[src/rtl/core/swrt_pkg.sv]
`timescale 1ns / 1ps
// ----------------------------------------------------------------------------
// swrt_pkg
// Shared constants and types of the sliding window request throttle.
// ----------------------------------------------------------------------------
package swrt_pkg;

    localparam int QUEUE_DEPTH   = 64;
    localparam int Q_FW          = $clog2(QUEUE_DEPTH + 1);
    localparam int LOG_DEPTH     = 1024;
    localparam int LOG_AW        = $clog2(LOG_DEPTH);
    localparam int LOG_FW        = $clog2(LOG_DEPTH + 1);
    localparam int MS_PER_SECOND = 1000;
    localparam int DIV_W         = 23;
    localparam int RATE_W        = 11;

    typedef enum logic [2:0] {
        CODE_SENT         = 3'd0,
        CODE_HEAD_TIMEOUT = 3'd1,
        CODE_DAILY        = 3'd2,
        CODE_TAIL_TIMEOUT = 3'd3,
        CODE_THROTTLED    = 3'd4,
        CODE_IDLE         = 3'd5,
        CODE_QUEUED       = 3'd6,
        CODE_REJECT       = 3'd7
    } t_code;

    typedef enum logic [1:0] {
        CFG_RATE_LIMIT  = 2'd0,
        CFG_DAILY_LIMIT = 2'd1,
        CFG_WINDOW_MS   = 2'd2,
        CFG_START_DAILY = 2'd3
    } t_cfg_idx;

    typedef enum logic [1:0] {
        Q_HOLD = 2'd0,
        Q_INS  = 2'd1,
        Q_POP  = 2'd2,
        Q_DROP = 2'd3
    } t_qop;

    typedef struct packed {
        logic [15:0] tag;
        logic [15:0] count;
        logic [47:0] key;
        logic [31:0] time_ms;
        logic [31:0] timeout;
    } t_req;

    typedef struct packed {
        t_qop op;
        t_req item;
    } t_qctl;

    typedef struct packed {
        logic        pop;
        logic        push;
        logic [31:0] wdata;
    } t_logctl;

    typedef enum logic [3:0] {
        S_IDLE,
        S_PUSH,
        S_POLL,
        S_EXP_RD,
        S_EXP_CHK,
        S_DECIDE,
        S_APPEND,
        S_DIV,
        S_MUL,
        S_FC,
        S_DONE
    } t_state;

endpackage

[src/rtl/core/swrt_cell.sv]
`timescale 1ns / 1ps
// ----------------------------------------------------------------------------
// swrt_cell
// One slot of the sorted request queue; shifts with its neighbors.
// ----------------------------------------------------------------------------
module swrt_cell (
    input  logic            i_clk,
    input  logic            i_rst_n,
    input  swrt_pkg::t_qctl i_ctl,
    input  swrt_pkg::t_req  i_left_data,
    input  logic            i_left_valid,
    input  logic            i_left_p,
    input  swrt_pkg::t_req  i_right_data,
    input  logic            i_right_valid,
    output swrt_pkg::t_req  o_data,
    output logic            o_valid,
    output logic            o_p
);

    swrt_pkg::t_req r_data;
    logic           r_valid;

    // slot at or after the insert point
    assign o_p     = !r_valid || (r_data.key < i_ctl.item.key);
    assign o_data  = r_data;
    assign o_valid = r_valid;

    always_ff @(posedge i_clk) begin
        case (i_ctl.op)
            swrt_pkg::Q_INS: begin
                if (o_p) begin
                    r_data <= i_left_p ? i_left_data : i_ctl.item;
                end
            end
            swrt_pkg::Q_POP: begin
                r_data <= i_right_data;
            end
            default: begin
            end
        endcase
    end

    always_ff @(posedge i_clk) begin
        if (!i_rst_n) begin
            r_valid <= 1'b0;
        end else begin
            case (i_ctl.op)
                swrt_pkg::Q_INS:  r_valid <= r_valid || i_left_valid;
                swrt_pkg::Q_POP:  r_valid <= i_right_valid;
                swrt_pkg::Q_DROP: r_valid <= r_valid && i_right_valid;
                default:          r_valid <= r_valid;
            endcase
        end
    end

endmodule

[config.mk]
export PLATFORM = sky130hd
export DESIGN_NAME = swrt_cell
export DESIGN_NICKNAME = d
export VERILOG_FILES = /design/src/rtl/core/swrt_pkg.sv /design/src/rtl/core/swrt_cell.sv
export SDC_FILE = /design/constraint.sdc
export NUM_CORES = 1
export LEC_CHECK = 0
export ABC_AREA = 1
export BUFFER_PORTS_ARGS = -buffer_cell sky130_fd_sc_hd__buf_4
export CAP_MARGIN = 20
export CORE_AREA = 2 2 230 232
export CTS_CLUSTER_DIAMETER = 150
export DETAILED_ROUTE_END_ITERATION = 12
export DIE_AREA = 0 0 232 234
export GPL_TIMING_DRIVEN = 1
export PLACE_DENSITY = 0.38
export REMOVE_ABC_BUFFERS = 1
export SLEW_MARGIN = 20
export SYNTH_ARGS = -nofsm -noshare
export SYNTH_HDL_FRONTEND = slang
export SYNTH_SLANG_ARGS = --single-unit
[constraint.sdc]
create_clock -name i_clk -period 7.25 [get_ports i_clk]
set_input_delay 1.0875 -clock i_clk [delete_from_list [all_inputs] [get_ports i_clk]]
set_output_delay 1.0875 -clock i_clk [all_outputs]
set_load 0.01 [all_outputs]
# Word-level counts from Yosys, hierarchy flattened
# Index checks and enable logic that the tools add are counted.
op_classes:
  muxes: 4
  n_lt_le_gt_ge: 1
  eq_ne: 4
  n_reduce_logical: 7
ops:
  columns: ["op", "n"]
  rows:
  - ["$mux 144", 2]
  - ["$pmux 144 s2", 1]
  - ["$lt 48x48->1", 1]
  - ["$eq 2x2->1 const B", 2]
  - ["$pmux 1 s3", 1]
  - ["$reduce_bool 3->1", 1]
  - ["$eq 2x1->1 const B", 1]
  - ["$logic_or 1x1->1", 2]
  - ["$ne 2x2->1 const B", 1]
  - ["$reduce_and 2->1", 1]
  - ["$reduce_bool 2->1", 1]
  - ["$logic_and 1x1->1", 1]
  - ["$logic_not 1->1", 1]
word_totals:
  out_inout_bits: 146
  regBits: 145
  wordCells: 22

# Longest topological paths before layout
# Gate-level depths: netlist (run 1).
depth:
  word_depth: 4
  ltp_mapped: 15

# Worst setup path after synthesis (run 1)
# No wires, ideal clock.
synth_path:
  kind: "input-to-reg"
  startpoint: "input i_ctl[103] in the netlist's numbering"
  endpoint: "register r_data (netlist bit o_data[0]) (enable)"
  stages: 12
  slack_ps: 1499
  n_path_buf: 0
  arrival_ps: 5241
  cell_sequence: "inv_1 -> ha_1 -> a21o_1 -> nor2_1 -> nand2_1 -> nand2_1 -> nand2_1 -> a21oi_1 -> nand2_1 -> nand2_1 -> nand2_1 -> nand2_1"
synth_between:
  elab_chain_cells: 4
synth_lines:
  columns: ["element", "line", "rtl"]
  rows:
  - ["start, declared", "swrt_cell.sv:9", "input swrt_pkg::t_qctl i_ctl,"]
  - ["$lt 48x48->1", "swrt_cell.sv:24", "assign o_p = !r_valid || (r_data.key < i_ctl.item.key);"]
  - ["$logic_or 1x1->1", "swrt_cell.sv:24", null]
  - ["via o_p", "swrt_cell.sv:17", "output logic o_p"]
  - ["$ne 2x2->1 (no source line)", null, null]
  - ["$reduce_and 2->1 (no source line)", null, null]
  - ["end signal, assigned", "swrt_cell.sv:32", "r_data <= i_left_p ? i_left_data : i_ctl.item;"]
  - ["end signal, assigned", "swrt_cell.sv:36", "r_data <= i_right_data;"]
  - ["end, declared", "swrt_cell.sv:20", "swrt_pkg::t_req r_data;"]
# The timed path passes the listed nets, and every way through them passes these cells.
# A chain may end at the register's enable or synchronous reset.

# Final worst setup path (run 1)
layout_path:
  startpoint: "input i_ctl[111] in the netlist's numbering"
  endpoint: "output o_p"
layout_between:
  elab_chain_cells: 2
layout_lines:
  columns: ["element", "line"]
  rows:
  - ["$lt 48x48->1", "swrt_cell.sv:24"]
  - ["$logic_or 1x1->1", "swrt_cell.sv:24"]
  - ["end, declared", "swrt_cell.sv:17"]
# Every way passes these cells.

==> metrics, run 1 <==
status completed; CTS tree yes; Post-CTS Setup Bufs 0; period utilization 51.50%; Tot GR Track Use 14.32%; routed vias/inst a little under 4; Ant. Diodes 0; hpwl dp between 30000 and 40000 um; Max Cap Violations 0; synthesized area between 0.008 and 0.009 mm^2; share of cells above drive strength 1 about two fifths; CTS max path bufs 2; Worst-path clk slew 0.07 ns; Routed Wire Length 39720 um; number of hold violations in the final report 0; skew final around 0.014 ns; Die Wd between 200 and 250 um; Initial DRC Count roughly 290; CTS Buf Count 17; Resized Gates After CTS 0; Remaining DRCs 0; I/O pin cnt about 590; sequential element share of the synthesized area 48.28%; Post-Syn Instances 1061; htree depth 4; clk root buf clkbuf_16; post-layout util roughly 28%; Yosys cell types 24; Peak VDD IR ~0.18 mV; Hold Buf Count CTS 0; clock latency on the worst-skew pair 0.47 ns; final worst slack about 3.5 ns; CP max FO 2; grt total ovfl 0; antenna violations before repair 1; most frequent cells in the layout buf_4 (587), nand2_1 (302), o21ai_0 (188); commonest non-fill, non-tap cell in the layout buf_4; hold_ws around 0.60 ns; CP Launch Type primary input; area grow syn2layout 62.43%; Placer Congestion 0.8356; CP arrival 2.65 ns; Placeable Area 0.05202 mm^2; Routed Antenna Nets 0; Ys Warns 0; nets 2094; Place WS 3.468 ns; first-pass GRT wire length ~56000 um; Die H approximately 230 um; via count ~9100; clock sink total approximately 150; Hold Path Class reg2reg; Slew HR between 30% and 40%; pin count of the biggest net entering global routing between 150 and 200; post-route insts no fill around 2300; measured slew at the worst slew-check pin 0.9035 ns; Max Slew Vio Count 0; RSZ-0062 raised after global routing no; min Tclk post-route about 3.7 ns; syn_area_per_cell between 8 and 9 um^2; #FFs+latches synth 145; initial core utilization ~17%; area of the die roughly 0.054 mm^2; vias in the first global route 9304; final setup fails 0; Cell Rows 84; WP data required between 6 and 7 ns; Critical Path End Type output pin; pwr dens about 180 mW/mm^2; WL/cell approximately 17 um; Port Buffer Count 584; placed insts 2276; P_leak 6.903 nW; WS Path Type in2out; drt first pass iters 4; Max Fclk between 0.2 and 0.3 GHz
## kinds of logic (layout without fill, tap and decap cells)
| logic type | after synthesis | in the layout | synth area share, % |
|---|---|---|---|
| buffers and inverters | 228 | 788 | 10.61 |
| DFF | 145 | 145 | 48.28 |
| AOI/OAI and AO/OA | 315 | 315 | 20.75 |
| and+or+nand+nor | 326 | 326 | 13.83 |
| adders and majority gates | 47 | 47 | 6.535 |
## final cells by class
cell class,instances,area [um^2]
Inverter,165,621.8
Timing Repair Buffer,591,4488
Sequential cell,145,4344
Multi-Input combinational cell,688,3707
Fill cell,5674,37410
Tap cell,688,860.8
Clock buffer,19,432.9
Clock inverter,13,161.4
## sequential cells by signal, summed over array words and instances, names as in the netlist
register and cells:
o_valid 1, o_data 144
## through the flow
step           total power (W)  instance area [um^2]  TNS, ns
3_3_place_gp          0.001737                 13990        0
2_1_floorplan         0.001314                  8666   -45.80
6_report              0.002632                 14620        0
3_5_place_dp          0.001739                 13990        0
4_1_cts               0.002702                 14590        0
5_1_grt               0.002794                 14620        0
## Yosys cell counts (all sizes together)
master / number / area share [%]
nand2: 303 / 13
nor2: 14 / 0.67
nand3: 5 / 0.28
edfxtp: 144 / 48
buf: 41 / 2.8
a21o: 2 / 0.17
nand4: 2 / 0.14
o21ai: 199 / 11
nor3: 2 / 0.11
ha: 47 / 6.5
a21oi: 20 / 1.1
o21a: 47 / 3.9
o211ai: 47 / 4.5
dfxtp: 1 / 0.22
inv: 165 / 6.9
clkbuf: 22 / 0.92
## worst max-delay path, cell delays in order
cell and delay (ns):
buf_4 0.08, inv_1 0.05, ha_1 0.31, nand2_1 0.07, nor2_1 0.17, nand2_1 0.10
nor2_1 0.26, nand2_1 0.09, nor2_1 0.09, nand2_1 0.06, nand2_1 0.07, nand2_1 0.07
buf_4 0.15
## power by group
| group | switching [W] | leakage (nW) | internal [W] | total (W) |
|---|---|---|---|---|
| Combinational | 0.000321 | 5.22 | 0.000331 | 0.000652 |
| Sequential | 0.0000292 | 1.40 | 0.00102 | 0.00105 |
| Clock | 0.000388 | 0.281 | 0.000540 | 0.000928 |
| Total | 0.000738 | 6.90 | 0.00189 | 0.00263 |
## path summary, 6_finish.rpt
| kind | from | to | slack, ns | cells after the start |
|---|---|---|---|---|
| max | i_ctl[111] | o_p | 3.52 | 13 |
| min | o_valid | o_valid | 0.60 | 4 |
| max reg2reg | o_data[103] | o_data[143] | 4.35 | 12 |
| min reg2reg | o_valid | o_valid | 0.60 | 4 |
## layer usage
layer  up-vias  GRT usage (%)  routed length [um]
met2       358          25.23               19950
li1       4641              -                   -
met4         0          5.068                 959
met1      4100          15.20               14930
met3        33          6.238                3877
met5         -              0                   0
Power figures use the tool's default switching activity.
==> inputs of run 2 (changes only) <==
CORE_AREA = 2 2 227 229   (was 2 2 230 232)
DIE_AREA = 0 0 229 231   (was 0 0 232 234)
PLACE_DENSITY = 0.4   (was 0.38)
clock period = 3.15 ns   (was 7.25 ns; I/O delays follow)
==> metrics, run 2 (same netlist as run 1, synthesis figures left out) <==
Ant. Diodes 0; via count between 9000 and 10000; WS Path Type reg2out; internal power 0.004296 W; Tot GR Track Use about 14%; Place WS 0.4055 ns; Post-CTS Setup Bufs 0; antenna violations before repair 0; Placed Area around 0.014 mm^2; final worst slack 0.4030 ns; WL/cell 17.11 um; Peak VDD IR 0.3577 mV; area grow syn2layout 63.46%; initial core utilization 17.76%; Placeable Area roughly 0.05 mm^2; Remaining DRCs 0; Clock Power Share between 30 and 40%; CTS tree yes; nets ~2100; Cell Rows between 80 and 90; CP arrival ~2.3 ns; Hold Buf Count CTS 0; Port Buffer Count 584; Die Wd about 230 um; area of the die 0.05290 mm^2; commonest non-fill, non-tap cell in the layout buf_4; measured slew at the worst slew-check pin between 0.6 and 0.7 ns; most frequent cells in the layout buf_4 (592), nand2_1 (302), o21ai_0 (188); htree depth 4; routed vias/inst 3.956; combinational power share about a quarter; share of cells above drive strength 1 about two fifths; Final TNS setup 0 ns; CTS max path bufs 2; grt total ovfl 0; pin count of the biggest net entering global routing roughly 130; Worst-path clk slew around 0.060 ns; drt first pass iters 4; CP max FO 2; P_leak 6.949 nW; Slew HR 57.48%; Initial DRC Count between 200 and 300; skew final between 0.01 and 0.015 ns; R2R depth 12; clock sink total around 150; max reg flops around 140; Resized Gates After CTS 0; Design Area, Final roughly 0.015 mm^2; hold depth 3; period utilization around 87%; I/O pin cnt around 590; Max Slew Vio Count 0; min Tclk post-route 2.747 ns; number of hold violations in the final report 0; Max Fclk around 0.36 GHz; Hold Path Class in2reg; sequential share of power between 40% and 50%; CP Launch Type flop; sw frac about 28%; Max Cap Violations 0; Psw 0.001702 W; hpwl dp 32760 um; CTS Buf Count 17; vias in the first global route 9020; final setup fails 0; RSZ-0062 raised after global routing no; Die H between 200 and 250 um; first-pass GRT wire length ~56000 um; Critical Path End Type output pin; clock latency on the worst-skew pair about 0.45 ns; status completed; Placer Congestion 0.9488; # fillers about 5500; pwr dens roughly 400 mW/mm^2; Routed Wire Length about 40000 um; clk root buf clkbuf_16; Routed Antenna Nets 0; WP data required 2.68 ns
-- run 2: changes by cell type in the layout (fill, tap and decap cells not counted), sizes merged --
cell,previous run,this run
bufinv,3,2
clkinvlp,3,5
clkbuf,20,19
buf,590,600
clkinv,5,4
-- run 2: final timing paths --
kind                from    endpoint  slack (ns)
min              i_rst_n     o_valid        0.25
min reg2reg      o_valid     o_valid        0.66
max          o_data[103]         o_p        0.40
max reg2reg   o_data[87]  o_data[25]        0.66
-- run 2: cell type report --
type	count	area (um^2)	share of cell area [%]
clock buffer	18	429.2	2.918
clock inverter	13	137.6	0.9357
inverter	165	621.8	4.228
multi-input combinational	688	3707	25.20
sequential	145	4344	29.53
tap	680	850.8	5.784
timing repair buffer	601	4618	31.40
-- run 2: worst max-delay path, stage by stage, from the launching register on --
cell	delay [ns]
edfxtp_1	0.41
ha_1	0.31
nand2_1	0.07
nor2_1	0.19
nand4_1	0.12
nor2_1	0.23
nand2_1	0.08
nor2_1	0.09
nand2_1	0.06
nand2_1	0.05
nand2_1	0.05
buf_4	0.17
-- run 2: through the flow --
step | total power [W] | instances | util (%) | hold WS, ns
final | 0.005998 | 2310 | 29.02 | 0.2526
after global routing | 0.006322 | 2310 | 29.02 | 0.2276
after CTS | 0.006125 | 2310 | 29.02 | 0.2071
after detailed placement | 0.004042 | 2279 | 27.91 | 0.6530
after global placement | 0.004038 | 2279 | 27.91 | 0.6814
after floorplan | 0.003025 | 998 | - | 0.5701
-- run 2: power by group through the flow --
stage	logic (W)	clock network [W]	registers (W)
global route	0.00170	0.00219	0.00244
CTS	0.00158	0.00212	0.00242
detailed placement	0.00158	0	0.00247
global placement	0.00157	0	0.00246
finish	0.00154	0.00204	0.00242
floorplan	0.000465	0	0.00256
-- run 2: per-layer routing --
layer | vias to the layer above | global-route usage [%] | part of all wire [%]
met4 | 0 | 3.977 | 1.7
met1 | 4070 | 16.23 | 40
met5 | - | 0 | 0
met3 | 26 | 5.225 | 7.9
met2 | 384 | 25.86 | 51
li1 | 4659 | - | -
==> inputs of run 3 (changes only) <==
REMOVE_ABC_BUFFERS = not set   (was 1)
==> metrics, run 3 (same netlist as run 1, synthesis figures left out) <==
Hold Buf Count CTS 0; most frequent cells in the layout buf_4 (588), nand2_1 (302), o21ai_0 (188); pin count of the biggest net entering global routing 95; Port Buffer Count ~580; WP data required 2.68 ns; antenna violations before repair 2; period utilization around 90%; skew final about 0.013 ns; Max Cap Violations 0; Top Layer Used met4; drt first pass iters 6; CP arrival 2.37 ns; htree depth 4; Routed Antenna Nets 0; Hold Path Class in2reg; share of cells above drive strength 1 39.43%; final worst slack approximately 0.30 ns; grt total ovfl 0; clock sink total approximately 150; Cell Rows 83; multi-input logic area roughly 0.0037 mm^2; WL/cell ~17 um; commonest non-fill, non-tap cell in the layout buf_4; min Tclk post-route 2.847 ns; Critical Path End Type output pin; Remaining DRCs 0; routed vias/inst between 3 and 4; clock latency on the worst-skew pair between 0.4 and 0.5 ns; pwr dens 411.3 mW/mm^2; clk root buf clkbuf_16; CTS tree yes; via count just over 9000; Peak VDD IR roughly 0.38 mV; vias in the first global route slightly above 9000; Met1 Wirelength about 15000 um; Worst-path clk slew about 0.06 ns; CTS Buf Count 17; Post-CTS Setup Bufs 0; hpwl dp about 32000 um; I/O pin cnt between 500 and 600; nets roughly 2100; syn nets approximately 1500; Slew HR around 52%; Initial DRC Count roughly 320; Placer Congestion 0.8757; Die Wd between 200 and 250 um; P_leak around 6.9 nW; Pwr Total about 0.0061 W; CP Launch Type flop; CP max FO 2; Tot GR Track Use between 10% and 20%; Placeable Area 0.05068 mm^2; area of the die ~0.053 mm^2; Reg area between 0.004 and 0.005 mm^2; RSZ-0062 raised after global routing no; status completed; WS Path Type reg2out; # fillers 5542; Routed Wire Length approximately 39000 um; Max Fclk 0.3512 GHz; initial core utilization around 18%; Die H about 230 um; Final TNS setup 0 ns; Met2 Wirelength 19870 um; first-pass GRT wire length roughly 56000 um; Place WS 0.2057 ns; WL met3 roughly 3300 um; measured slew at the worst slew-check pin approximately 0.71 ns; area grow syn2layout 63.79%; CTS max path bufs 2; number of hold violations in the final report 0; Max Slew Vio Count 0; Resized Gates After CTS 0; max reg flops ~140; final setup fails 0
## run 3: cell types whose count changed in the layout (fill, tap and decap cells not counted)
| cell | previous run | this run |
|---|---|---|
| inv_6 | 2 | 0 |
| buf_4 | 592 | 588 |
| clkinv_4 | 1 | 2 |
| nand2_4 | 1 | 0 |
| clkinvlp_4 | 5 | 6 |
| diode_2 | 0 | 1 |
| nand2_8 | 0 | 1 |
| bufinv_16 | 2 | 3 |
| buf_12 | 8 | 9 |
## run 3: final timing paths
check                            startpoint  slack, ns    endpoint  cells past startpoint
worst min register to register      o_valid       0.64     o_valid                      4
worst min-delay path                i_rst_n       0.18     o_valid                      3
worst max register to register  o_data[103]       0.44  o_data[17]                     13
worst max-delay path            o_data[103]       0.30         o_p                     11
## run 3: area by class of cell
cell class / instances / area share, %
timing repair buffer: 598 / 31.26
sequential: 145 / 29.47
multi-input combinational: 688 / 25.21
tap: 680 / 5.773
inverter: 165 / 4.219
clock buffer: 18 / 2.912
clock inverter: 14 / 1.129
antenna: 1 / 0.01698
## run 3: per-layer routing
layer / global-route usage [%] / vias up
li1: - / 4652
met1: 15.68 / 4084
met2: 25.65 / 359
met3: 5.682 / 34
met4: 4.931 / 0
met5: 0 / -
## run 3: power breakdown
| part | total, W | switching (W) | internal, W | leakage (nW) |
|---|---|---|---|---|
| sequential | 0.00242 | 0.0000670 | 0.00235 | 1.40 |
| clock | 0.00212 | 0.000887 | 0.00124 | 0.272 |
| combinational | 0.00152 | 0.000737 | 0.000783 | 5.28 |
## run 3: stage by stage
stage	instances	cell area, um^2	util, %	hold slack, ns
floorplan	1061	9006	-	0.5701
global placement	2276	14140	27.90	0.6629
finish	2309	14740	29.08	0.1828
CTS	2308	14740	29.08	0.1235
detailed placement	2276	14140	27.90	0.6634
global route	2308	14740	29.08	0.1536
## run 3: worst max-delay path, stage by stage, from the launching register on
cell and delay [ns]:
edfxtp_1 0.41, ha_1 0.31, nand2_1 0.07, nor2_1 0.17
nand4_1 0.23, nor2_1 0.20, nand2_1 0.07, nor2_1 0.08
nand2_1 0.06, nand2_1 0.05, nand2_1 0.08, buf_4 0.17
