--- config.mk ---
export PLATFORM = sky130hd
export DESIGN_NAME = swrt_div
export DESIGN_NICKNAME = d
export VERILOG_FILES = /design/src/rtl/core/swrt_pkg.sv /design/src/rtl/core/swrt_div.sv
export SDC_FILE = /design/constraint.sdc
export NUM_CORES = 1
export LEC_CHECK = 0
export ABC_CLOCK_PERIOD_IN_PS = 6670
export BUFFER_PORTS_ARGS = -buffer_cell sky130_fd_sc_hd__buf_2
export CORE_UTILIZATION = 25
export CTS_BUF_LIST = sky130_fd_sc_hd__clkbuf_2 sky130_fd_sc_hd__clkbuf_4 sky130_fd_sc_hd__clkbuf_8
export DETAILED_ROUTE_END_ITERATION = 16
export SKIP_LAST_GASP = 1
export SLEW_MARGIN = 20
export SYNTH_ARGS = -nofsm -noshare
export SYNTH_HDL_FRONTEND = slang
export SYNTH_SLANG_ARGS = --single-unit
--- constraint.sdc ---
create_clock -name i_clk -period 6.67 [get_ports i_clk]
set_input_delay 2.001 -clock i_clk [delete_from_list [all_inputs] [get_ports i_clk]]
set_output_delay 2.001 -clock i_clk [all_outputs]
set_load 0.02 [all_outputs]
--- src/rtl/core/swrt_pkg.sv ---
`timescale 1ns / 1ps
// ----------------------------------------------------------------------------
// swrt_pkg
// Shared constants and types of the sliding window request throttle.
// ----------------------------------------------------------------------------
package swrt_pkg;

    localparam int QUEUE_DEPTH   = 64;
    localparam int Q_FW          = $clog2(QUEUE_DEPTH + 1);
    localparam int LOG_DEPTH     = 1024;
    localparam int LOG_AW        = $clog2(LOG_DEPTH);
    localparam int LOG_FW        = $clog2(LOG_DEPTH + 1);
    localparam int MS_PER_SECOND = 1000;
    localparam int DIV_W         = 23;
    localparam int RATE_W        = 11;

    typedef enum logic [2:0] {
        CODE_SENT         = 3'd0,
        CODE_HEAD_TIMEOUT = 3'd1,
        CODE_DAILY        = 3'd2,
        CODE_TAIL_TIMEOUT = 3'd3,
        CODE_THROTTLED    = 3'd4,
        CODE_IDLE         = 3'd5,
        CODE_QUEUED       = 3'd6,
        CODE_REJECT       = 3'd7
    } t_code;

    typedef enum logic [1:0] {
        CFG_RATE_LIMIT  = 2'd0,
        CFG_DAILY_LIMIT = 2'd1,
        CFG_WINDOW_MS   = 2'd2,
        CFG_START_DAILY = 2'd3
    } t_cfg_idx;

    typedef enum logic [1:0] {
        Q_HOLD = 2'd0,
        Q_INS  = 2'd1,
        Q_POP  = 2'd2,
        Q_DROP = 2'd3
    } t_qop;

    typedef struct packed {
        logic [15:0] tag;
        logic [15:0] count;
        logic [47:0] key;
        logic [31:0] time_ms;
        logic [31:0] timeout;
    } t_req;

    typedef struct packed {
        t_qop op;
        t_req item;
    } t_qctl;

    typedef struct packed {
        logic        pop;
        logic        push;
        logic [31:0] wdata;
    } t_logctl;

    typedef enum logic [3:0] {
        S_IDLE,
        S_PUSH,
        S_POLL,
        S_EXP_RD,
        S_EXP_CHK,
        S_DECIDE,
        S_APPEND,
        S_DIV,
        S_MUL,
        S_FC,
        S_DONE
    } t_state;

endpackage

--- src/rtl/core/swrt_div.sv ---
`timescale 1ns / 1ps
// ----------------------------------------------------------------------------
// swrt_div
// Restoring divider, one quotient bit per cycle.
// ----------------------------------------------------------------------------
module swrt_div (
    input  logic                          i_clk,
    input  logic                          i_rst_n,
    input  logic                          i_start,
    input  logic [swrt_pkg::DIV_W-1:0]    i_dividend,
    input  logic [swrt_pkg::RATE_W-1:0]   i_divisor,
    output logic                          o_done,
    output logic [swrt_pkg::DIV_W-1:0]    o_quot
);

    localparam int CW = $clog2(swrt_pkg::DIV_W + 1);

    logic [swrt_pkg::DIV_W-1:0]  r_q;
    logic [swrt_pkg::RATE_W:0]   r_rem;
    logic [CW-1:0]               r_cnt;
    logic                        r_busy;
    logic                        r_done;
    logic [swrt_pkg::RATE_W:0]   w_sh;
    logic                        w_ge;

    assign w_sh = {r_rem[swrt_pkg::RATE_W-1:0], r_q[swrt_pkg::DIV_W-1]};
    assign w_ge = (w_sh >= {1'b0, i_divisor});

    always_ff @(posedge i_clk) begin
        if (i_start) begin
            r_q   <= i_dividend;
            r_rem <= '0;
        end else if (r_busy) begin
            r_rem <= w_ge ? (w_sh - {1'b0, i_divisor}) : w_sh;
            r_q   <= {r_q[swrt_pkg::DIV_W-2:0], w_ge};
        end
    end

    always_ff @(posedge i_clk) begin
        if (!i_rst_n) begin
            r_busy <= 1'b0;
            r_done <= 1'b0;
            r_cnt  <= '0;
        end else begin
            r_done <= 1'b0;
            if (i_start) begin
                r_busy <= 1'b1;
                r_cnt  <= CW'(swrt_pkg::DIV_W);
            end else if (r_busy) begin
                r_cnt <= r_cnt - 1'b1;
                if (r_cnt == CW'(1)) begin
                    r_busy <= 1'b0;
                    r_done <= 1'b1;
                end
            end
        end
    end

    assign o_done = r_done;
    assign o_quot = r_q;

endmodule

Word level (Yosys, flattened, before mapping):

Cells that the tools add are included.
W data, S select, Z words.

* input bits: 37
* flip-flop bits (word level): 41
* output and inout port bits: 24
* logic and storage cells: 24

* magnitude comparators: 1
* add/sub/neg operators: 2
* equality and inequality tests: 1
* multiplexer cells: 9
* bitwise logic cells: 2
* reduce and logical (&&, ||, !) cells: 3

Operators by type and width (count)
* $mux W23: 2
* $ge A12 B11 Y1: 1
* $mux W11: 1
* $sub A11 B11 Y11: 1
* $mux W5: 2
* $eq A5 B1 Y1 const B: 1
* $sub A5 B1 Y5 const B: 1
* $mux W1: 4
* $reduce_or A3 Y1: 1
* $not A1 Y1: 2
* $reduce_bool A2 Y1: 1
* $reduce_or A2 Y1: 1

Depth between registers and ports, before layout:

Gate-level depths: netlist (run 1).

* depth after elaboration: 4
* mapped depth: 11
* depth with buffers taken out: 9

Least setup slack after synthesis (run 1):

OpenSTA, ideal clock, no wires.

* path type: input port to flip-flop
* from: input i_divisor[0] (netlist name)
* to: register r_rem[4] (netlist name)
* setup slack: 2.796 ns
* setup time: 0.091 ns
* path buffers: 1
* arrival time: 3.783 ns
* cell stages on the path: 9
* data required time: 6.579 ns
* cells stage by stage: ha_1 -> fa_1 -> and2b_1 -> o31a_4 -> o21ai_2 -> a21o_1 -> buf_6 -> a211o_1 -> a311oi_1

* longest elaborated chain between the ends: 2
* elaborated cells between the ends (all ways): 3
* those cells by class: add/sub: 1; order compare: 1; mux: 1

RTL lines
* from (decl): line swrt_div.sv:11 `input logic [swrt_pkg::RATE_W-1:0] i_divisor,`
* $sub A11 B11 Y11 or $ge A12 B11 Y1 (tied branches): line swrt_div.sv:34, swrt_div.sv:27
* $mux W11 *: line swrt_div.sv:34 `r_rem <= w_ge ? (w_sh - {1'b0, i_divisor}) : w_sh;`
* to (signal assigned): line swrt_div.sv:34
* to (decl): line swrt_div.sv:19 `logic [swrt_pkg::RATE_W:0] r_rem;`

Every way passes the cells marked *; elsewhere a longest branch is shown, timed or not.
A chain may end at the register's enable or synchronous reset.

Final worst setup path (run 1):

* from: input i_divisor[0] (netlist name)
* to: register r_rem[3] (netlist name)

The elaborated chain is that of the path after synthesis.

==> results.py, run 1 <==
metrics = {
    "run_status": {
        "status": "finished, final reports clean",
    },
    "logic_synthesis": {
        "yosys-top-cells-area": "edfxtp_1 30%, dfxtp_1 16%, mux2_2 11%, ha_1 7.1%, nor2_1 4.0%",
        "synth_edf_count": 23,
        "synth.avg_cell_area_um2": 10.8,
        "synth.yosys.seq_area_share": 0.462,
        "yosys_register_bits": 41,
        "synth_area_um2": 2280,
        "synth_top_area_cell": "edfxtp_1",
        "yosys_warnings": 0,
        "synthesis.nets": 261,
        "synth_ff_type": "edfxtp_1",
        "post_synth_inst_count": 210,
        "synth_top_area_frac": 0.303,
        "yosysUniqueCellTypes": 41,
        "async_reset_ff_frac": 0,
    },
    "timing": {
        "maxSlewHeadroom": 0.418,
        "finalCriticalPeriod_ns": 4.05,
        "grt_setup_unrepaired": "false",
        "setup_violations": 0,
        "hold_viol_final": 0,
        "period_share": 0.607,
        "worstMarginPinSlew_ns": 0.872,
        "setup_tns_ns": 0,
        "drv_slew": 0,
        "holdWs_ns": 0.508,
        "clock_skew_ns": 0.00879,
        "max_freq_mhz": 247,
    },
    "cells_and_area": {
        "final_cells": 378,
        "regArea_um2": 1050,
        "multiInputGateArea_um2": 1120,
        "design_area_um2": 2780,
        "fill_cells": 911,
        "area_delta_synth_final_pct": 22.2,
        "layout_commonest_cell": "buf_2",
        "n_antenna_cell": 0,
        "final_cell_mix": "60 x buf_2, 24 x nor2_1, 23 x mux2_2, 23 x edfxtp_1, 18 x dfxtp_1",
        "drive_gt1_frac": 0.359,
        "nets": 320,
    },
    "route": {
        "vias": 1800,
        "wl_mm": 5.17,
        "first_iter_violations": 57,
        "avgRoutedWirePerCell_um": 13.7,
        "antenna_left": 0,
        "viasPerCell": 4.76,
        "dr.pass1.iters": 4,
        "route.detailed.drc": 0,
    },
    "worst_setup_path": {
        "cp.arrival_ns": 4.25,
        "crit_type": "input pin to flop",
        "crit_path_end": "r_rem[3]$_SDFFE_PP0P_",
        "reg2reg_slack_ns": 3.91,
        "cpPeakStageDelay_ns": 0.45,
        "reg2reg_to": "r_rem[0]$_SDFFE_PP0P_",
        "r2r_cells": 9,
        "crit_path_end_kind": "flop",
        "cp_cell_sequence": "buf_2, ha_1, fa_1, and2b_1, o31a_4, o21ai_2, a21o_1, or3_1, a311oi_1",
        "cpMaxStageDelayCell": "or3_1",
        "crit_path_max_fanout": 21,
        "startpoint": "i_divisor[0]",
        "r2r-start": "o_quot[22]$_DFFE_PP_",
        "startpoint_type": "input pin",
        "required_ns": 6.87,
    },
    "clocking": {
        "cts_setup_buffers": 0,
        "path_clk_slew_ns": 0.08,
        "cts_buffers": 5,
        "cts_buffer_depth": 2,
        "cts_tree": "built",
        "postCtsResizedCells": 0,
        "cts.sinks": 41,
        "insertion_delay_ns": 0.29,
        "htree_num_levels": 2,
        "hold_buffers": 0,
        "root_buffer": "clkbuf_8",
    },
    "floorplan": {
        "core-area_um2": 8760,
        "dieArea_um2": 9490,
        "die_h_um": 97.4,
        "num_rows": 34,
        "start_util": 0.260,
        "io_pins": 61,
        "die_w_um": 97.4,
    },
    "global_route": {
        "grt_pass1_wl_mm": 8.73,
        "grt_pass1_vias": 1833,
        "grt_start_max_net_pins": 39,
        "grt.total_usage": 0.114,
        "antenna_found_initial": 0,
        "grt_overflow": 0,
    },
    "placed_design": {
        "place_area_um2": 2670,
        "routabilityCongestion": 0.838,
        "hpwl_mm": 3.94,
        "port_buffers": 60,
        "dp_cells": 370,
    },
    "pwr": {
        "peakVddDrop_v": 0.000117,
        "power.leakage_nw": 1.20,
        "pwr_density_cell_nw_per_um2": 231,
    },
    "run": {
        "maxCapViolations": 0,
    },
    "worst_hold_path": {
        "holdPathStages": 2,
        "hold_class": "flop to flop",
    },
}
-- metal layers --
layer / part of all wire / global-route usage
met5: 0 / 0
met2: 0.53 / 0.204
met1: 0.44 / 0.141
met4: 0.012 / 0.0339
met3: 0.020 / 0.0173
-- state kept, by name, summed over array words and instances, names as in the netlist --
name	cells
o_quot	23
o_done	1
r_rem	11
r_busy	1
r_cnt	5
-- cell type report --
| type | count | share of cell area |
|---|---|---|
| Multi-Input combinational cell | 144 | 0.403 |
| Sequential cell | 41 | 0.378 |
| Timing Repair Buffer | 60 | 0.108 |
| Clock inverter | 2 | 0.0126 |
| Inverter | 17 | 0.0229 |
| Clock buffer | 6 | 0.0274 |
| Tap cell | 108 | 0.0486 |
-- critical path, delay by kind of cell --
family,cells,cell delay [ns]
AO/OA/AOI/OAI,4,0.86
buffers and inverters,1,0.10
AND/OR/NAND/NOR,2,0.69
adder cells (fa/ha/maj),2,0.60
-- kinds of logic after synthesis --
| family | Yosys count | share of synthesized area |
|---|---|---|
| AO/OA/AOI/OAI | 42 | 0.141 |
| XOR/XNOR | 10 | 0.0385 |
| adder cells (fa/ha/maj) | 14 | 0.0803 |
| buffers and inverters | 25 | 0.0462 |
| flip-flops | 41 | 0.462 |
| multiplexers | 24 | 0.120 |
| AND/OR/NAND/NOR | 54 | 0.112 |
-- metrics by stage --
| step | setup WS, ns | power (mW) | utilization |
|---|---|---|---|
| 3_5_place_dp | 2.32 | 0.447 | 0.305 |
| 4_1_cts | 2.62 | 0.652 | 0.317 |
| 6_report | 2.62 | 0.642 | 0.317 |
| 2_1_floorplan | 2.80 | 0.403 | - |
| 5_1_grt | 2.44 | 0.679 | 0.317 |
| 3_3_place_gp | 2.36 | 0.444 | 0.305 |
-- worst min path at each step --
stage	start	endpoint	slack (ns)
final	r_rem[1]$_SDFFE_PP0P_	r_rem[1]$_SDFFE_PP0P_	0.51
after global routing	r_rem[1]$_SDFFE_PP0P_	r_rem[1]$_SDFFE_PP0P_	0.53
after CTS	r_rem[1]$_SDFFE_PP0P_	r_rem[1]$_SDFFE_PP0P_	0.51
after detailed placement	r_rem[8]$_SDFFE_PP0P_	r_rem[8]$_SDFFE_PP0P_	0.50
after global placement	r_rem[7]$_SDFFE_PP0P_	r_rem[7]$_SDFFE_PP0P_	0.49
after floorplan	r_rem[1]$_SDFFE_PP0P_	r_rem[1]$_SDFFE_PP0P_	0.45
-- power breakdown --
| part | switching [mW] | leakage (nW) | internal [mW] |
|---|---|---|---|
| Sequential | 0.0144 | 0.380 | 0.292 |
| Combinational | 0.0758 | 0.760 | 0.0580 |
| Clock | 0.0868 | 0.0586 | 0.115 |
| Total | 0.177 | 1.20 | 0.466 |
-- synth_stat cells, types with 2 or more instances --
master	instances
ha_1	13
inv_1	17
nand3b_1	2
nor3_1	4
nand2b_1	4
o211ai_1	2
a32oi_1	4
o311a_1	2
o31ai_1	3
clkbuf_1	6
dfxtp_1	18
nand4_1	2
o21ai_0	7
edfxtp_1	23
o21a_1	3
a211oi_1	2
nor2_1	24
a21o_1	2
xor2_1	5
a21oi_1	7
a311oi_1	2
mux2_2	23
a2111o_1	2
nand2_1	11
xnor2_1	5
nor4_1	2
No activity file was read; power rests on OpenSTA's default activity.
==> run 2, diff against run 1 <==
--- a/config.mk
+++ b/config.mk
@@ -5,7 +5,7 @@
 export SDC_FILE = /design/constraint.sdc
 export NUM_CORES = 1
 export LEC_CHECK = 0
-export ABC_CLOCK_PERIOD_IN_PS = 6670
+export ABC_CLOCK_PERIOD_IN_PS = 3610
 export BUFFER_PORTS_ARGS = -buffer_cell sky130_fd_sc_hd__buf_2
 export CORE_UTILIZATION = 25
 export CTS_BUF_LIST = sky130_fd_sc_hd__clkbuf_2 sky130_fd_sc_hd__clkbuf_4 sky130_fd_sc_hd__clkbuf_8
==> constraint.sdc (replaced) <==
create_clock -name i_clk -period 3.61 [get_ports i_clk]
set_input_delay 1.083 -clock i_clk [delete_from_list [all_inputs] [get_ports i_clk]]
set_output_delay 1.083 -clock i_clk [all_outputs]
set_load 0.02 [all_outputs]
==> run 2 against run 1 <==
Net effect:
- highest routed layer unchanged
- sequential power grew 85%
- sequential share of layout area grew 0.051 points
- first-iteration DRC count increased by 23%
- setup slack got worse by 2.1 ns
- global-route usage down 0.33 points
- register-to-register slack got worse by 2.9 ns
- clock-buffer cell count rose by 1
- critical path type unchanged
==> results.py, run 2 (synthesis results as in run 1) <==
metrics = {
    "worst_setup_path": {
        "cpPeakStageDelay_ns": 0.41,
        "crit_family": "compound AO/OA/AOI/OAI gates",
        "crit_type": "input pin to flop",
        "reg2reg_slack_ns": 1.01,
        "critPathBufInv": 1,
        "cp.arrival_ns": 3.24,
        "crit_path_max_fanout": 13,
        "required_ns": 3.81,
        "crit_path_end_kind": "flop",
        "cpMaxStageDelayCell": "or3_1",
        "cp_cell_sequence": "buf_2, ha_1, fa_1, and2b_1, o31a_4, o21ai_2, a21o_1, or3_1, a311oi_1",
        "startpoint_type": "input pin",
    },
    "clocking": {
        "path_clk_slew_ns": 0.08,
        "cts_buffers": 5,
        "cts_buffer_depth": 2,
        "hold_buffers": 0,
        "cts_setup_buffers": 0,
        "htree_num_levels": 2,
        "cts.sinks": 41,
        "postCtsResizedCells": 0,
        "root_buffer": "clkbuf_8",
        "insertion_delay_ns": 0.29,
        "cts_tree": "built",
    },
    "timing": {
        "maxSlewHeadroom": 0.577,
        "clock_skew_ns": 0.00820,
        "setup_tns_ns": 0,
        "setup_violations": 0,
        "finalCriticalPeriod_ns": 3.04,
        "period_share": 0.843,
        "worstMarginPinSlew_ns": 0.633,
        "drv_slew": 0,
        "hold_viol_final": 0,
        "max_freq_mhz": 328,
        "grt_setup_unrepaired": "false",
        "fin_ws_ns": 0.566,
    },
    "run": {
        "maxCapViolations": 0,
    },
    "cells_and_area": {
        "design_area_um2": 2780,
        "layout_commonest_cell": "buf_2",
        "largest_reg_flops": 23,
        "final_cells": 381,
        "final_cell_mix": "60 x buf_2, 24 x nor2_1, 23 x mux2_2, 23 x edfxtp_1, 18 x dfxtp_1",
        "drive_gt1_frac": 0.366,
        "nets": 323,
        "area_delta_synth_final_pct": 22.0,
        "n_antenna_cell": 0,
    },
    "floorplan": {
        "die_h_um": 97.4,
        "die_w_um": 97.4,
        "io_pins": 61,
        "num_rows": 34,
        "dieArea_um2": 9490,
        "start_util": 0.260,
        "core-area_um2": 8760,
    },
    "route": {
        "first_iter_violations": 70,
        "dr.pass1.iters": 6,
        "vias": 1789,
        "route.detailed.drc": 0,
        "antenna_left": 0,
        "wl_mm": 5.29,
        "avgRoutedWirePerCell_um": 13.9,
        "viasPerCell": 4.70,
    },
    "placed_design": {
        "routabilityCongestion": 0.796,
        "place_area_um2": 2690,
        "place_ws_ns": 0.296,
        "dp_cells": 373,
        "hpwl_mm": 4.02,
        "port_buffers": 60,
    },
    "global_route": {
        "grt_overflow": 0,
        "antenna_found_initial": 0,
        "grt_start_max_net_pins": 27,
        "grt_pass1_wl_mm": 8.47,
        "grt_pass1_vias": 1741,
        "grt.total_usage": 0.111,
    },
    "pwr": {
        "pwr_density_cell_nw_per_um2": 402,
        "peakVddDrop_v": 0.000149,
        "power.leakage_nw": 1.20,
    },
    "run_status": {
        "status": "finished, final reports clean",
    },
    "worst_hold_path": {
        "hold_class": "flop to flop",
    },
}
[run 2: power breakdown]
group | leakage, nW | total, mW | internal (mW) | switching (mW)
logic | 0.773 | 0.250 | 0.109 | 0.141
registers | 0.380 | 0.567 | 0.540 | 0.0274
clock network | 0.0487 | 0.299 | 0.143 | 0.157
[run 2: path summary, 6_finish.rpt]
kind                                             start                     end  cells after the start
worst max register to register    o_quot[22]$_DFFE_PP_   r_rem[0]$_SDFFE_PP0P_                      9
worst max-delay path                      i_divisor[0]   r_rem[3]$_SDFFE_PP0P_                      9
worst min-delay path            r_rem[10]$_SDFFE_PP0P_  r_rem[10]$_SDFFE_PP0P_                      2
worst min register to register  r_rem[10]$_SDFFE_PP0P_  r_rem[10]$_SDFFE_PP0P_                      2
[run 2: per-layer routing]
metal,global-route usage,routed length (µm)
met2,0.190,2740
met5,0,0
met4,0.0351,46
met1,0.141,2350
met3,0.0187,157
[run 2: layout make-up]
cell class | instances | area (µm²)
clock buffers | 7 | 78.8
clock inverters | 1 | 6.26
fillers | 918 | 5990
inverters | 17 | 63.8
multi-input cells | 144 | 1120
flip-flops and latches | 41 | 1050
well taps | 108 | 135
repair buffers | 63 | 323
[run 2: per-stage QoR]
step	util	hold slack [ns]	total power, mW
3_5_place_dp	0.307	0.487	0.829
3_3_place_gp	0.307	0.488	0.823
2_1_floorplan	-	0.450	0.744
4_1_cts	0.317	0.509	1.13
6_report	0.317	0.508	1.12
5_1_grt	0.317	0.547	1.18
[run 2: worst reg2reg max path, stage by stage, from the launching register on]
cell      delay, ns
edfxtp_1       0.38
inv_1          0.13
ha_1           0.19
fa_1           0.21
and2b_1        0.21
o31a_4         0.30
o21ai_2        0.18
a21o_1         0.39
mux2_4         0.35
a211oi_2       0.20
==> run 3, diff against run 2 <==
--- a/config.mk
+++ b/config.mk
@@ -5,7 +5,7 @@
 export SDC_FILE = /design/constraint.sdc
 export NUM_CORES = 1
 export LEC_CHECK = 0
-export ABC_CLOCK_PERIOD_IN_PS = 3610
+export ABC_CLOCK_PERIOD_IN_PS = 2500
 export BUFFER_PORTS_ARGS = -buffer_cell sky130_fd_sc_hd__buf_2
 export CORE_UTILIZATION = 25
 export CTS_BUF_LIST = sky130_fd_sc_hd__clkbuf_2 sky130_fd_sc_hd__clkbuf_4 sky130_fd_sc_hd__clkbuf_8
==> constraint.sdc (replaced) <==
create_clock -name i_clk -period 2.5 [get_ports i_clk]
set_input_delay 0.75 -clock i_clk [delete_from_list [all_inputs] [get_ports i_clk]]
set_output_delay 0.75 -clock i_clk [all_outputs]
set_load 0.02 [all_outputs]
==> run 3 against run 2 <==
Net effect:
- hold slack lost 0.0057 ns
- die area is the same
- clock-buffer cell count unchanged
- routed wire length shrank 3.8%
- register-to-register slack got worse by 0.88 ns
- global-route usage grew 0.068 points
- utilization grew 2.8 points
- sequential cell count is the same
- clock power grew 42%
- largest cell class unchanged
- clock skew down 0.0026 ns
- setup slack worse by 0.51 ns
- final area is 9.0% higher
==> results.py, run 3 (synthesis results as in run 1) <==
metrics = {
    "run_status": {
        "status": "finished, final reports clean",
    },
    "cells_and_area": {
        "final_cells": 406,
        "layout_commonest_cell": "buf_2",
        "drive_gt1_frac": 0.443,
        "area_delta_synth_final_pct": 33.0,
        "largest_reg_flops": 23,
        "design_area_um2": 3030,
        "nets": 348,
        "n_antenna_cell": 0,
        "final_cell_mix": "60 x buf_2, 28 x buf_4, 24 x nor2_1",
    },
    "worst_setup_path": {
        "cp.arrival_ns": 2.66,
        "reg2reg_to": "r_rem[0]$_SDFFE_PP0P_",
        "crit_path_max_fanout": 7,
        "startpoint_type": "input pin",
        "cpMaxStageDelayCell": "fa_2",
        "required_ns": 2.71,
        "crit_family": "compound AO/OA/AOI/OAI gates",
        "crit_type": "input pin to flop",
        "r2r_cells": 10,
        "r2r-start": "o_quot[22]$_DFFE_PP_",
        "crit_path_end_kind": "flop",
        "cp_cell_sequence": "buf_2, ha_4, fa_2, and2b_1, o31a_4, o21ai_2, a21o_4, buf_4, mux2_4, a211oi_2",
        "reg2reg_slack_ns": 0.13,
        "critPathBufInv": 2,
        "cpPeakStageDelay_ns": 0.33,
        "cp.depth": 10,
    },
    "clocking": {
        "root_buffer": "clkbuf_8",
        "cts.sinks": 41,
        "path_clk_slew_ns": 0.07,
        "cts_buffers": 5,
        "htree_num_levels": 2,
        "hold_buffers": 0,
        "cts_tree": "built",
        "cts_buffer_depth": 2,
        "insertion_delay_ns": 0.28,
    },
    "worst_hold_path": {
        "hold_class": "flop to flop",
        "holdPathStages": 2,
        "min_to": "r_rem[10]$_SDFFE_PP0P_",
        "min_from": "r_rem[10]$_SDFFE_PP0P_",
    },
    "timing": {
        "grt_setup_unrepaired": "true",
        "hold_viol_final": 0,
        "drv_slew": 0,
        "maxSlewHeadroom": 0.675,
        "worstMarginPinSlew_ns": 0.486,
        "clock_skew_ns": 0.00558,
        "finalCriticalPeriod_ns": 2.45,
        "setup_violations": 0,
        "period_share": 0.979,
        "max_freq_mhz": 409,
        "holdWs_ns": 0.502,
    },
    "global_route": {
        "grtUsageMet3": 0.0201,
        "grt_overflow": 0,
        "antenna_found_initial": 0,
        "gr-usage-met2": 0.183,
        "grt.total_usage": 0.111,
        "grt_pass1_wl_mm": 8.67,
        "busiest_layer": "met2",
        "grt_pass1_vias": 1793,
        "grt_start_max_net_pins": 24,
        "grt_use_met1": 0.151,
    },
    "floorplan": {
        "dieArea_um2": 9490,
        "start_util": 0.260,
        "die_w_um": 97.4,
        "die_h_um": 97.4,
        "core-area_um2": 8760,
        "num_rows": 34,
        "io_pins": 61,
    },
    "placed_design": {
        "port_buffers": 60,
        "place_area_um2": 2900,
        "hpwl_mm": 4.00,
        "dp_cells": 395,
        "routabilityCongestion": 0.793,
    },
    "route": {
        "vias": 1813,
        "wl_mm": 5.09,
        "avgRoutedWirePerCell_um": 12.5,
        "viasPerCell": 4.47,
        "route.detailed.drc": 0,
        "dr.pass1.iters": 4,
        "antenna_left": 0,
        "first_iter_violations": 76,
    },
    "pwr": {
        "power.leakage_nw": 1.32,
        "switching_share": 0.278,
        "cellInternalPower_mw": 1.19,
        "p_sw_mw": 0.460,
        "pwr-share-clk": 0.258,
        "peakVddDrop_v": 0.000196,
        "pwr_density_cell_nw_per_um2": 545,
        "combPwrFrac": 0.249,
        "power_frac_seq": 0.494,
    },
    "run": {
        "maxCapViolations": 0,
    },
}
-- run 3: final cells by class --
type                    instances  area (µm²)
flip-flops and latches         41        1050
inverters                      17        63.8
clock inverters                 1        3.75
well taps                     108         135
fillers                       902        5740
clock buffers                   7        83.8
multi-input cells             144        1180
repair buffers                 88         510
-- run 3: metal layers --
layer  vias to the layer above  wire length [µm]
met5                         -                 0
met4                         0                36
met3                         5               186
met2                        33              2450
met1                       836              2420
li1                        939                 -
-- run 3: how the worst max path moves through the flow --
stage / start / end / slack [ns]
detailed placement: i_divisor[0] / r_rem[3]$_SDFFE_PP0P_ / -0.32
floorplan: i_divisor[0] / r_rem[4]$_SDFFE_PP0P_ / -0.04
global route: i_divisor[0] / r_rem[0]$_SDFFE_PP0P_ / -0.02
global placement: i_divisor[0] / r_rem[10]$_SDFFE_PP0P_ / -0.19
finish: i_divisor[0] / r_rem[0]$_SDFFE_PP0P_ / 0.05
CTS: i_divisor[0] / r_rem[3]$_SDFFE_PP0P_ / 0.006
-- run 3: power groups by stage --
stage	sequential [mW]	combinational, mW	clock (mW)
after global routing	0.825	0.455	0.472
after CTS	0.816	0.414	0.444
after floorplan	0.874	0.210	0
after global placement	0.828	0.406	0
final	0.815	0.410	0.425
after detailed placement	0.831	0.410	0
-- run 3: repair_timing --
action,in CTS,in global routing
pin swaps,0,4
buffers inserted,0,3
setup endpoints to repair,1,2
gates resized for setup,1,4
-- run 3: metrics by stage --
stage          worst slack, ns  setup TNS (ns)  power [mW]  utilization
2_1_floorplan          -0.0449         -0.0871        1.08            -
6_report                0.0530               0        1.65        0.345
5_1_grt                -0.0164         -0.0352        1.75        0.345
3_3_place_gp            -0.192           -1.70        1.23        0.331
4_1_cts                0.00610               0        1.67        0.342
3_5_place_dp            -0.318           -2.50        1.24        0.331
-- run 3: worst register-to-register path: cells and delay by family, from the launching register on --
| kind | cells | cell delay (ns) |
|---|---|---|
| compound gates | 4 | 0.88 |
| flops | 1 | 0.40 |
| fa+ha+maj | 2 | 0.32 |
| mux | 1 | 0.29 |
| buf+inv | 2 | 0.22 |
| simple gates | 1 | 0.19 |
